[src/design/lpqsd_pkg.sv]
// Shared types and constants of the quarter-scan LED panel driver.
`default_nettype none

package lpqsd_pkg;

  localparam int unsigned PANEL_WIDTH_DEF  = 32;
  localparam int unsigned PANEL_HEIGHT_DEF = 16;
  localparam int unsigned RAM_DEPTH_DEF    = 512;
  localparam int unsigned BAND_ROWS        = 16;
  localparam int unsigned BAND_BITS        = 4;
  localparam int unsigned CFG_ADDR_W       = 3;

  localparam logic [6:0] BRIGHT_MAX   = 7'd100;
  localparam logic [6:0] BRIGHT_RESET = 7'd100;

  localparam logic [1:0] MODE_WRITE   = 2'd0;
  localparam logic [1:0] MODE_PRESENT = 2'd1;
  localparam logic [1:0] MODE_SCAN    = 2'd2;

  localparam logic REG_BRIGHTNESS = 1'b0;

  typedef struct packed {
    logic [1:0] mode;
    logic [7:0] pos_x;
    logic [7:0] pos_y;
    logic       pixel_on;
  } in_item_t;

  typedef struct packed {
    logic [7:0] shift_byte;
    logic [1:0] row_address;
    logic [7:0] enable_time;
    logic       last;
  } out_item_t;

endpackage

`default_nettype wire

[src/design/lpqsd_ram.sv]
// Generic single-port RAM with registered read data.
`default_nettype none

module lpqsd_ram
  import lpqsd_pkg::*;
#(
  parameter int unsigned WIDTH = 1,
  parameter int unsigned DEPTH = RAM_DEPTH_DEF
) (
  input  wire logic                     clk_i,
  input  wire logic                     we_i,
  input  wire logic [$clog2(DEPTH)-1:0] addr_i,
  input  wire logic [WIDTH-1:0]         wdata_i,
  output logic      [WIDTH-1:0]         rdata_o
);

  logic [WIDTH-1:0] mem_q [DEPTH];
  logic [WIDTH-1:0] rdata_q;

  always_ff @(posedge clk_i) begin
    if (we_i) begin
      mem_q[addr_i] <= wdata_i;
    end
    rdata_q <= mem_q[addr_i];
  end

  assign rdata_o = rdata_q;

endmodule

`default_nettype wire

[src/design/led_panel_quarter_scan_driver.sv]
// Top level of the monochrome quarter-scan LED panel driver.
// A write item goes straight into the draw store while the driver stays idle. A present
// item copies one pixel per cycle through the single port of the draw store, and the
// input stalls until it is done. A scan item builds each byte bit by bit from the display
// store, 4*ceil(DISP_W/8) bytes in all (16 by default), and the output side may stall
// each byte. After reset a clearing pass zeroes both stores before the first item is
// taken; configuration writes are taken throughout.
`default_nettype none

module led_panel_quarter_scan_driver
  import lpqsd_pkg::*;
#(
  parameter int unsigned PANEL_WIDTH  = PANEL_WIDTH_DEF,
  parameter int unsigned PANEL_HEIGHT = PANEL_HEIGHT_DEF
) (
  input  wire logic                  clk_i,
  input  wire logic                  rst_ni,
  input  wire logic                  in_valid_i,
  output logic                       in_stall_o,
  input  wire in_item_t              in_item_i,
  output logic                       out_valid_o,
  input  wire logic                  out_stall_i,
  output out_item_t                  out_item_o,
  input  wire logic                  psel,
  input  wire logic                  penable,
  input  wire logic                  pwrite,
  input  wire logic [CFG_ADDR_W-1:0] paddr,
  input  wire logic [31:0]           pwdata,
  output logic      [31:0]           prdata,
  output logic                       pready
);

  localparam int unsigned BANDS     = (PANEL_HEIGHT + BAND_ROWS - 1) / BAND_ROWS;
  localparam int unsigned DISP_W    = BANDS * PANEL_WIDTH;
  localparam int unsigned DRAW_SIZE = PANEL_WIDTH * PANEL_HEIGHT;
  localparam int unsigned DISP_SIZE = DISP_W * BAND_ROWS;
  localparam int unsigned DWW       = (DISP_W + 7) / 8;
  localparam int unsigned DA_W      = $clog2(DRAW_SIZE);
  localparam int unsigned PA_W      = $clog2(DISP_SIZE);
  localparam int unsigned XC_W      = $clog2(PANEL_WIDTH);
  localparam int unsigned YC_W      = $clog2(PANEL_HEIGHT);
  localparam int unsigned CX_W      = $clog2(DWW * 8);

  typedef enum logic [4:0] {
    ST_CLEAR     = 5'b00001,
    ST_IDLE      = 5'b00010,
    ST_PRESENT   = 5'b00100,
    ST_SCAN_RD   = 5'b01000,
    ST_SCAN_EMIT = 5'b10000
  } state_e;

  state_e            state_q, state_d;
  logic [PA_W-1:0]   clr_q, clr_d;
  logic [DA_W-1:0]   rd_q, rd_d;
  logic [XC_W-1:0]   x_q, x_d;
  logic [YC_W-1:0]   y_q, y_d;
  logic              wr_en_q;
  logic [PA_W-1:0]   wr_addr_q;
  logic [CX_W-1:0]   col_q, col_d;
  logic [1:0]        row_q, row_d;
  logic [1:0]        group_q, group_d;
  logic              last_q, last_d;
  logic              rd_valid_q, rd_valid_d;
  logic              in_rng_q;
  logic [7:0]        acc_q;
  logic [7:0]        acc_next;
  logic [6:0]        bright_q;
  logic              out_valid_q;
  out_item_t         out_q;

  logic              in_accept;
  logic              out_free;
  logic              emit;
  logic              cfg_write;
  logic              wr_in_range;
  logic [DA_W-1:0]   wr_pix_addr;
  logic [PA_W-1:0]   pres_disp_addr;
  logic [3:0]        scan_dy;
  logic [PA_W-1:0]   scan_addr;
  logic              scan_in_range;
  logic [6:0]        bright_sat;
  logic [7:0]        enable_time;

  logic              draw_we;
  logic [DA_W-1:0]   draw_addr;
  logic              draw_wdata;
  logic              draw_rdata;
  logic              disp_we;
  logic [PA_W-1:0]   disp_addr;
  logic              disp_wdata;
  logic              disp_rdata;

  assign in_stall_o = (state_q != ST_IDLE);
  assign in_accept  = in_valid_i && (state_q == ST_IDLE);
  assign out_free   = !out_valid_q || !out_stall_i;
  assign emit       = (state_q == ST_SCAN_EMIT) && out_free;

  assign cfg_write = psel && penable && pwrite && (paddr[2] == REG_BRIGHTNESS);
  assign pready    = 1'b1;
  assign prdata    = (paddr[2] == REG_BRIGHTNESS) ? {25'd0, bright_q} : 32'd0;

  assign wr_in_range = (in_item_i.pos_x < 8'(PANEL_WIDTH)) &&
                       (in_item_i.pos_y < 8'(PANEL_HEIGHT));
  assign wr_pix_addr = DA_W'(32'(in_item_i.pos_y) * PANEL_WIDTH + 32'(in_item_i.pos_x));

  assign pres_disp_addr = PA_W'(32'(y_q[BAND_BITS-1:0]) * DISP_W +
                                32'(y_q >> BAND_BITS) * PANEL_WIDTH + 32'(x_q));

  assign scan_dy       = {~row_q, group_q};
  assign scan_addr     = PA_W'(32'(scan_dy) * DISP_W + 32'(col_q));
  assign scan_in_range = (32'(col_q) < DISP_W);

  assign bright_sat  = (bright_q > BRIGHT_MAX) ? BRIGHT_MAX : bright_q;
  assign enable_time = 8'((9'(bright_sat) * 9'd5) >> 1);

  assign acc_next = rd_valid_q ? {acc_q[6:0], ~(disp_rdata & in_rng_q)} : acc_q;

  always_comb begin
    draw_we    = 1'b0;
    draw_addr  = rd_q;
    draw_wdata = 1'b0;
    disp_we    = 1'b0;
    disp_addr  = scan_addr;
    disp_wdata = draw_rdata;
    if (state_q == ST_CLEAR) begin
      draw_we   = (32'(clr_q) < DRAW_SIZE);
      draw_addr = DA_W'(clr_q);
      disp_we   = 1'b1;
      disp_addr = clr_q;
      disp_wdata = 1'b0;
    end else if (in_accept && (in_item_i.mode == MODE_WRITE)) begin
      draw_we    = wr_in_range;
      draw_addr  = wr_pix_addr;
      draw_wdata = in_item_i.pixel_on;
    end
    if (wr_en_q) begin
      disp_we   = 1'b1;
      disp_addr = wr_addr_q;
    end
  end

  always_comb begin
    state_d    = state_q;
    clr_d      = clr_q;
    rd_d       = rd_q;
    x_d        = x_q;
    y_d        = y_q;
    col_d      = col_q;
    row_d      = row_q;
    group_d    = group_q;
    last_d     = last_q;
    rd_valid_d = 1'b0;
    case (state_q)
      ST_CLEAR: begin
        clr_d = clr_q + 1'b1;
        if (clr_q == PA_W'(DISP_SIZE - 1)) begin
          state_d = ST_IDLE;
        end
      end
      ST_IDLE: begin
        if (in_accept) begin
          if (in_item_i.mode == MODE_PRESENT) begin
            state_d = ST_PRESENT;
            rd_d    = '0;
            x_d     = '0;
            y_d     = '0;
          end else if (in_item_i.mode == MODE_SCAN) begin
            state_d = ST_SCAN_RD;
            col_d   = '0;
            row_d   = '0;
          end
        end
      end
      ST_PRESENT: begin
        rd_d = rd_q + 1'b1;
        if (x_q == XC_W'(PANEL_WIDTH - 1)) begin
          x_d = '0;
          y_d = y_q + 1'b1;
        end else begin
          x_d = x_q + 1'b1;
        end
        if (rd_q == DA_W'(DRAW_SIZE - 1)) begin
          state_d = ST_IDLE;
        end
      end
      ST_SCAN_RD: begin
        rd_valid_d = 1'b1;
        if (col_q[2:0] == 3'd7) begin
          state_d = ST_SCAN_EMIT;
          last_d  = (row_q == 2'd3) && (col_q == CX_W'(DWW * 8 - 1));
          if (row_q == 2'd3) begin
            col_d = col_q + 1'b1;
            row_d = 2'd0;
          end else begin
            col_d = col_q & ~CX_W'(7);
            row_d = row_q + 1'b1;
          end
        end else begin
          col_d = col_q + 1'b1;
        end
      end
      ST_SCAN_EMIT: begin
        if (out_free) begin
          if (last_q) begin
            state_d = ST_IDLE;
            group_d = group_q + 1'b1;
          end else begin
            state_d = ST_SCAN_RD;
          end
        end
      end
      default: begin
        state_d = ST_CLEAR;
      end
    endcase
  end

  always_ff @(posedge clk_i or negedge rst_ni) begin
    if (!rst_ni) begin
      state_q     <= ST_CLEAR;
      clr_q       <= '0;
      rd_q        <= '0;
      x_q         <= '0;
      y_q         <= '0;
      wr_en_q     <= 1'b0;
      col_q       <= '0;
      row_q       <= '0;
      group_q     <= '0;
      last_q      <= 1'b0;
      rd_valid_q  <= 1'b0;
      bright_q    <= BRIGHT_RESET;
      out_valid_q <= 1'b0;
    end else begin
      state_q    <= state_d;
      clr_q      <= clr_d;
      rd_q       <= rd_d;
      x_q        <= x_d;
      y_q        <= y_d;
      wr_en_q    <= (state_q == ST_PRESENT);
      col_q      <= col_d;
      row_q      <= row_d;
      group_q    <= group_d;
      last_q     <= last_d;
      rd_valid_q <= rd_valid_d;
      if (cfg_write) begin
        bright_q <= pwdata[6:0];
      end
      if (emit) begin
        out_valid_q <= 1'b1;
      end else if (!out_stall_i) begin
        out_valid_q <= 1'b0;
      end
    end
  end

  always_ff @(posedge clk_i) begin
    wr_addr_q <= pres_disp_addr;
    in_rng_q  <= scan_in_range;
    acc_q     <= acc_next;
    if (emit) begin
      out_q.shift_byte  <= acc_next;
      out_q.row_address <= last_q ? group_q : 2'd0;
      out_q.enable_time <= last_q ? enable_time : 8'd0;
      out_q.last        <= last_q;
    end
  end

  assign out_valid_o = out_valid_q;
  assign out_item_o  = out_q;

  lpqsd_ram #(
    .WIDTH (1),
    .DEPTH (DRAW_SIZE)
  ) u_draw_ram (
    .clk_i   (clk_i),
    .we_i    (draw_we),
    .addr_i  (draw_addr),
    .wdata_i (draw_wdata),
    .rdata_o (draw_rdata)
  );

  lpqsd_ram #(
    .WIDTH (1),
    .DEPTH (DISP_SIZE)
  ) u_disp_ram (
    .clk_i   (clk_i),
    .we_i    (disp_we),
    .addr_i  (disp_addr),
    .wdata_i (disp_wdata),
    .rdata_o (disp_rdata)
  );

endmodule

`default_nettype wire

[config.mk]
export PLATFORM = sky130hd
export DESIGN_NAME = led_panel_quarter_scan_driver
export DESIGN_NICKNAME = d
export VERILOG_FILES = /design/src/design/lpqsd_pkg.sv /design/src/design/lpqsd_ram.sv /design/src/design/led_panel_quarter_scan_driver.sv
export SDC_FILE = /design/constraint.sdc
export NUM_CORES = 2
export LEC_CHECK = 0
export BUFFER_PORTS_ARGS = -buffer_cell sky130_fd_sc_hd__buf_2
export CAP_MARGIN = 5
export CORE_ASPECT_RATIO = 2
export CORE_UTILIZATION = 50
export DETAILED_ROUTE_END_ITERATION = 6
export PLACE_DENSITY_LB_ADDON = 0.15
export RECOVER_POWER = 50
export SLEW_MARGIN = 20
export SYNTH_ARGS = -nofsm -noshare
export SYNTH_HDL_FRONTEND = slang
export SYNTH_SLANG_ARGS = --single-unit
[constraint.sdc]
create_clock -name clk_i -period 10.3 [get_ports clk_i]
set_clock_uncertainty 0.1 [all_clocks]
set_input_delay 0.515 -clock clk_i [delete_from_list [all_inputs] [get_ports clk_i]]
set_output_delay 0.515 -clock clk_i [all_outputs]
set_load 0.005 [all_outputs]
==> flow_summary_export.csv <==
group,metric,value,unit
floorplanning,num_io_pins,115,
grt,number_of_global_route_vias_before_repair,32700,
logic_synthesis,synth_seq_area_share,0.667,
placement,place_hpwl,72600,microns
pwr,leak_pwr,16.4,nW
finish,area_delta_synth_final,8.93,%
cts,clockBufferDepth,3,
timing,finalHoldViolCount,0,
pwr,powerDensity,161,nW/um^2
worst_setup_path,startpoint_class,"register",
cts,h_tree_level_count,3,
cts,cts.root.buffer_cell,"sky130_fd_sc_hd__clkbuf_16",
cts,tritoncts.num_buffers,97,
grt,largest_net_degree_at_the_start_of_global_routing,293,
pwr,netSwitchingFraction,0.197,
logic_synthesis,netlist_area,49500,sq um
worst_setup_path,r2r_start,"state_q[0]",
floorplanning,die_h,447,microns
grt,groute.usage.overall,0.264,
placement,place_worst_setup_slack,4790,ps
timing,max_freq,134,MHz
timing,slew_headroom,-2.09,
pwr,vdd.ir_drop.worst,0.000151,V
cts,cts.clk_slew.worst_paths,70,ps
drt,route.vias.total,33700,
logic_synthesis,share_of_synthesized_registers_carrying_an_async_set_or_reset,0.0467,
hold_path,min-delay-path-class,"input port to register",
worst_setup_path,rr_worst_depth,10,
placement,port-buffer-count,61,
grt,first_pass_grt_wire_length,196000,microns
logic_synthesis,post_synth_inst_count,4451,
timing,unrepaired_setup_endpoints_after_global_routing,"false",
worst_setup_path,arrival,7980,ps
logic_synthesis,post-synth-top-area-fraction,0.633,
floorplanning,placeable_core_area,97700,sq um
floorplanning,die_area,100000,sq um
floorplanning,die_width,225,microns
cts,tritoncts_clock_tree,"yes",
worst_setup_path,critPathCaptureType,"register",
worst_setup_path,path_max_fanout,33,
worst_setup_path,timing.reg2reg.setup_slack,2840,ps
pwr,combinationalPowerShare,0.011,
drt,avgRoutedWirePerCell,23.1,microns
logic_synthesis,yosys.area.top_type,"sky130_fd_sc_hd__edfxtp_1",
hold_path,worst_hold_startpoint,"in_item_i[17]",
grt,grt.overflow.total,0,
floorplanning,start_util,0.507,
run,cap_viol_max_count,8,
logic_synthesis,avg_inst_size_synth,11.1,sq um
pwr,share_seq_of_total_power,0.563,
logic_synthesis,netlist_top_cells_area,"sky130_fd_sc_hd__edfxtp_1 (63%), sky130_fd_sc_hd__nor2_1 (8.2%), sky130_fd_sc_hd__nand2_1 (6.0%)",
timing,fin_ws,2840,ps
worst_setup_path,critPathKind,"register to register",
worst_setup_path,required,10820,ps
timing,hold_slack_final,89.7,ps
logic_synthesis,ys.warnings.count,0,
drt,vias_per_cell,5.88,
grt,grt_antenna_before_repair,2,
outcome,result_of_the_run,"finished with violations",
placement,gp_routability_congestion,0.829,
timing,finalSetupTns,0,ps
timing,worst_slew_pin_slew,4640,ps
pwr,power_switching,1.71,mW
pwr,p_clk_frac,0.426,
finish,n_fill_cell,8625,
pwr,power.internal,6.98,mW
logic_synthesis,synth_flop_cell,"sky130_fd_sc_hd__edfxtp_1",
cts,post_cts_setup_buffers,0,
finish,most-common-layout-cells,"sky130_fd_sc_hd__nor2_1 (1083), sky130_fd_sc_hd__edfxtp_1 (1043), sky130_fd_sc_hd__nand2_1 (765), sky130_fd_sc_hd__a21oi_1 (291), sky130_fd_sc_hd__nand3_1 (130)",
logic_synthesis,yosys_register_bits,1114,
floorplanning,num_rows,162,
logic_synthesis,post_synth_num_cell_types,72,
timing,period_needed,7460,ps
cts,cts_num_sinks,1114,
finish,mostFrequentLayoutCell,"sky130_fd_sc_hd__nor2_1",
timing,final_setup_violation_count,0,
hold_path,min_to,"state_q[2]",
timing,final-max-slew-violation-count,608,
finish,post_route_cells_drive_above_1_share,0.0868,
logic_synthesis,synth-edff-count,1043,
drt,postRouteWirelength,132000,microns
drt,residual_antenna_violating_net_count_after_detailed_routing,0,
drt,first_pass_iteration_count_of_the_detailed_router,6,
pwr,p_total,8.68,mW
finish,multi_input_comb_area,15000,sq um
cts,clk-insertion-delay-late,710,ps
finish,design.final.nets,4420,
finish,seq_area,33000,sq um
drt,drt_first_iter_violations,2633,
outcome,violated_checks,"max-capacitance violations, max-slew violations",
worst_setup_path,worst_r2r_endpoint,"u_draw_ram.rdata_o",
hold_path,worst_hold_stages,3,
drt,drt_drc_violations_left,0,
timing,layout_worst_path_cycle_share,0.724,
[cells in the mapped netlist, types with 48 or more instances]
cell type and instances:
sky130_fd_sc_hd__nand2_1 796, sky130_fd_sc_hd__a32oi_1 123, sky130_fd_sc_hd__a22oi_1 51, sky130_fd_sc_hd__nor2_1 1087
sky130_fd_sc_hd__edfxtp_1 1043, sky130_fd_sc_hd__buf_2 79, sky130_fd_sc_hd__nand3_1 130, sky130_fd_sc_hd__clkbuf_1 240
sky130_fd_sc_hd__a21oi_1 291, sky130_fd_sc_hd__dfrtp_1 48, sky130_fd_sc_hd__o21ai_0 54
[worst max path at each step]
stage	start	to	slack, ps	cells after the start
finish	state_q[0]	u_draw_ram.rdata_o	2840	10
global route	state_q[2]	u_disp_ram.mem_q[278]	2290	4
CTS	state_q[4]	u_draw_ram.rdata_o	4750	11
global placement	state_q[4]	u_draw_ram.rdata_o	4850	11
floorplan	state_q[2]	u_disp_ram.mem_q[0]	1070	6
detailed placement	state_q[4]	u_draw_ram.rdata_o	4790	11
[registers in the layout (all words and copies together) (netlist names), 7 cells and up]
| signal | count |
|---|---|
| clr_q | 9 |
| acc_q | 8 |
| rd_q | 9 |
| out_item_o | 19 |
| u_disp_ram.mem_q | 512 |
| bright_q | 7 |
| wr_addr_q | 9 |
| u_draw_ram.mem_q | 512 |
[power by group through the flow]
stage | sequential, mW | clock [mW] | combinational (mW)
5_1_grt | 4.88 | 3.92 | 0.114
2_1_floorplan | 4.98 | 0 | 0.0734
4_1_cts | 4.89 | 3.77 | 0.101
3_3_place_gp | 4.98 | 0 | 0.0939
6_report | 4.89 | 3.70 | 0.0983
3_5_place_dp | 4.98 | 0 | 0.0958
[worst max-delay path: stages, from the launching register on]
cell and delay [ps]:
sky130_fd_sc_hd__dfstp_1 610, sky130_fd_sc_hd__nor3b_1 950, sky130_fd_sc_hd__nand2_1 830, sky130_fd_sc_hd__a31o_2 520, sky130_fd_sc_hd__nor2_4 90, sky130_fd_sc_hd__clkbuf_1 2130
sky130_fd_sc_hd__a32oi_1 270, sky130_fd_sc_hd__a21oi_1 1090, sky130_fd_sc_hd__or4_1 420, sky130_fd_sc_hd__a22oi_1 140, sky130_fd_sc_hd__nand4_1 190
[kinds of logic (layout without fill, tap and decap cells)]
family,after synthesis,count (layout),synth area share
compound gates,664,664,0.0868
fa+ha+maj,26,26,0.00687
buf+inv,404,341,0.0354
mux,101,101,0.0298
simple gates,2117,2117,0.170
other cells,2,33,0.000152
xor+xnor,23,23,0.00407
flops,1114,1114,0.667
[repair_timing]
action / CTS / global route
gates resized for setup: 0 / 0
hold buffers: 10 / 0
hold endpoints to repair: 57 / 0
[metal layers]
metal / vias to the layer above / global-route usage / part of all wire
met2: 1009 / 0.490 / 0.54
met1: 17000 / 0.285 / 0.35
li1: 15400 / - / -
met5: - / 0 / 0
met3: 297 / 0.0313 / 0.049
met4: 0 / 0.153 / 0.057
[final cells by class]
type,instances,share of cell area
clock inverter,55,0.0106
multi-input combinational,2957,0.278
tap,1312,0.0304
inverter,18,0.00125
antenna,7,0.000325
sequential,1114,0.612
timing repair buffer,145,0.0191
clock buffer,123,0.0484
[through the flow]
stage / instances / utilization / cell area (sq um)
floorplan: 4475 / - / 49600
global placement: 5535 / 0.518 / 50600
detailed placement: 5535 / 0.519 / 50700
CTS: 5723 / 0.552 / 54000
global route: 5731 / 0.552 / 53900
finish: 5731 / 0.552 / 53900
Note: power is estimated with default switching activity, not from simulation.
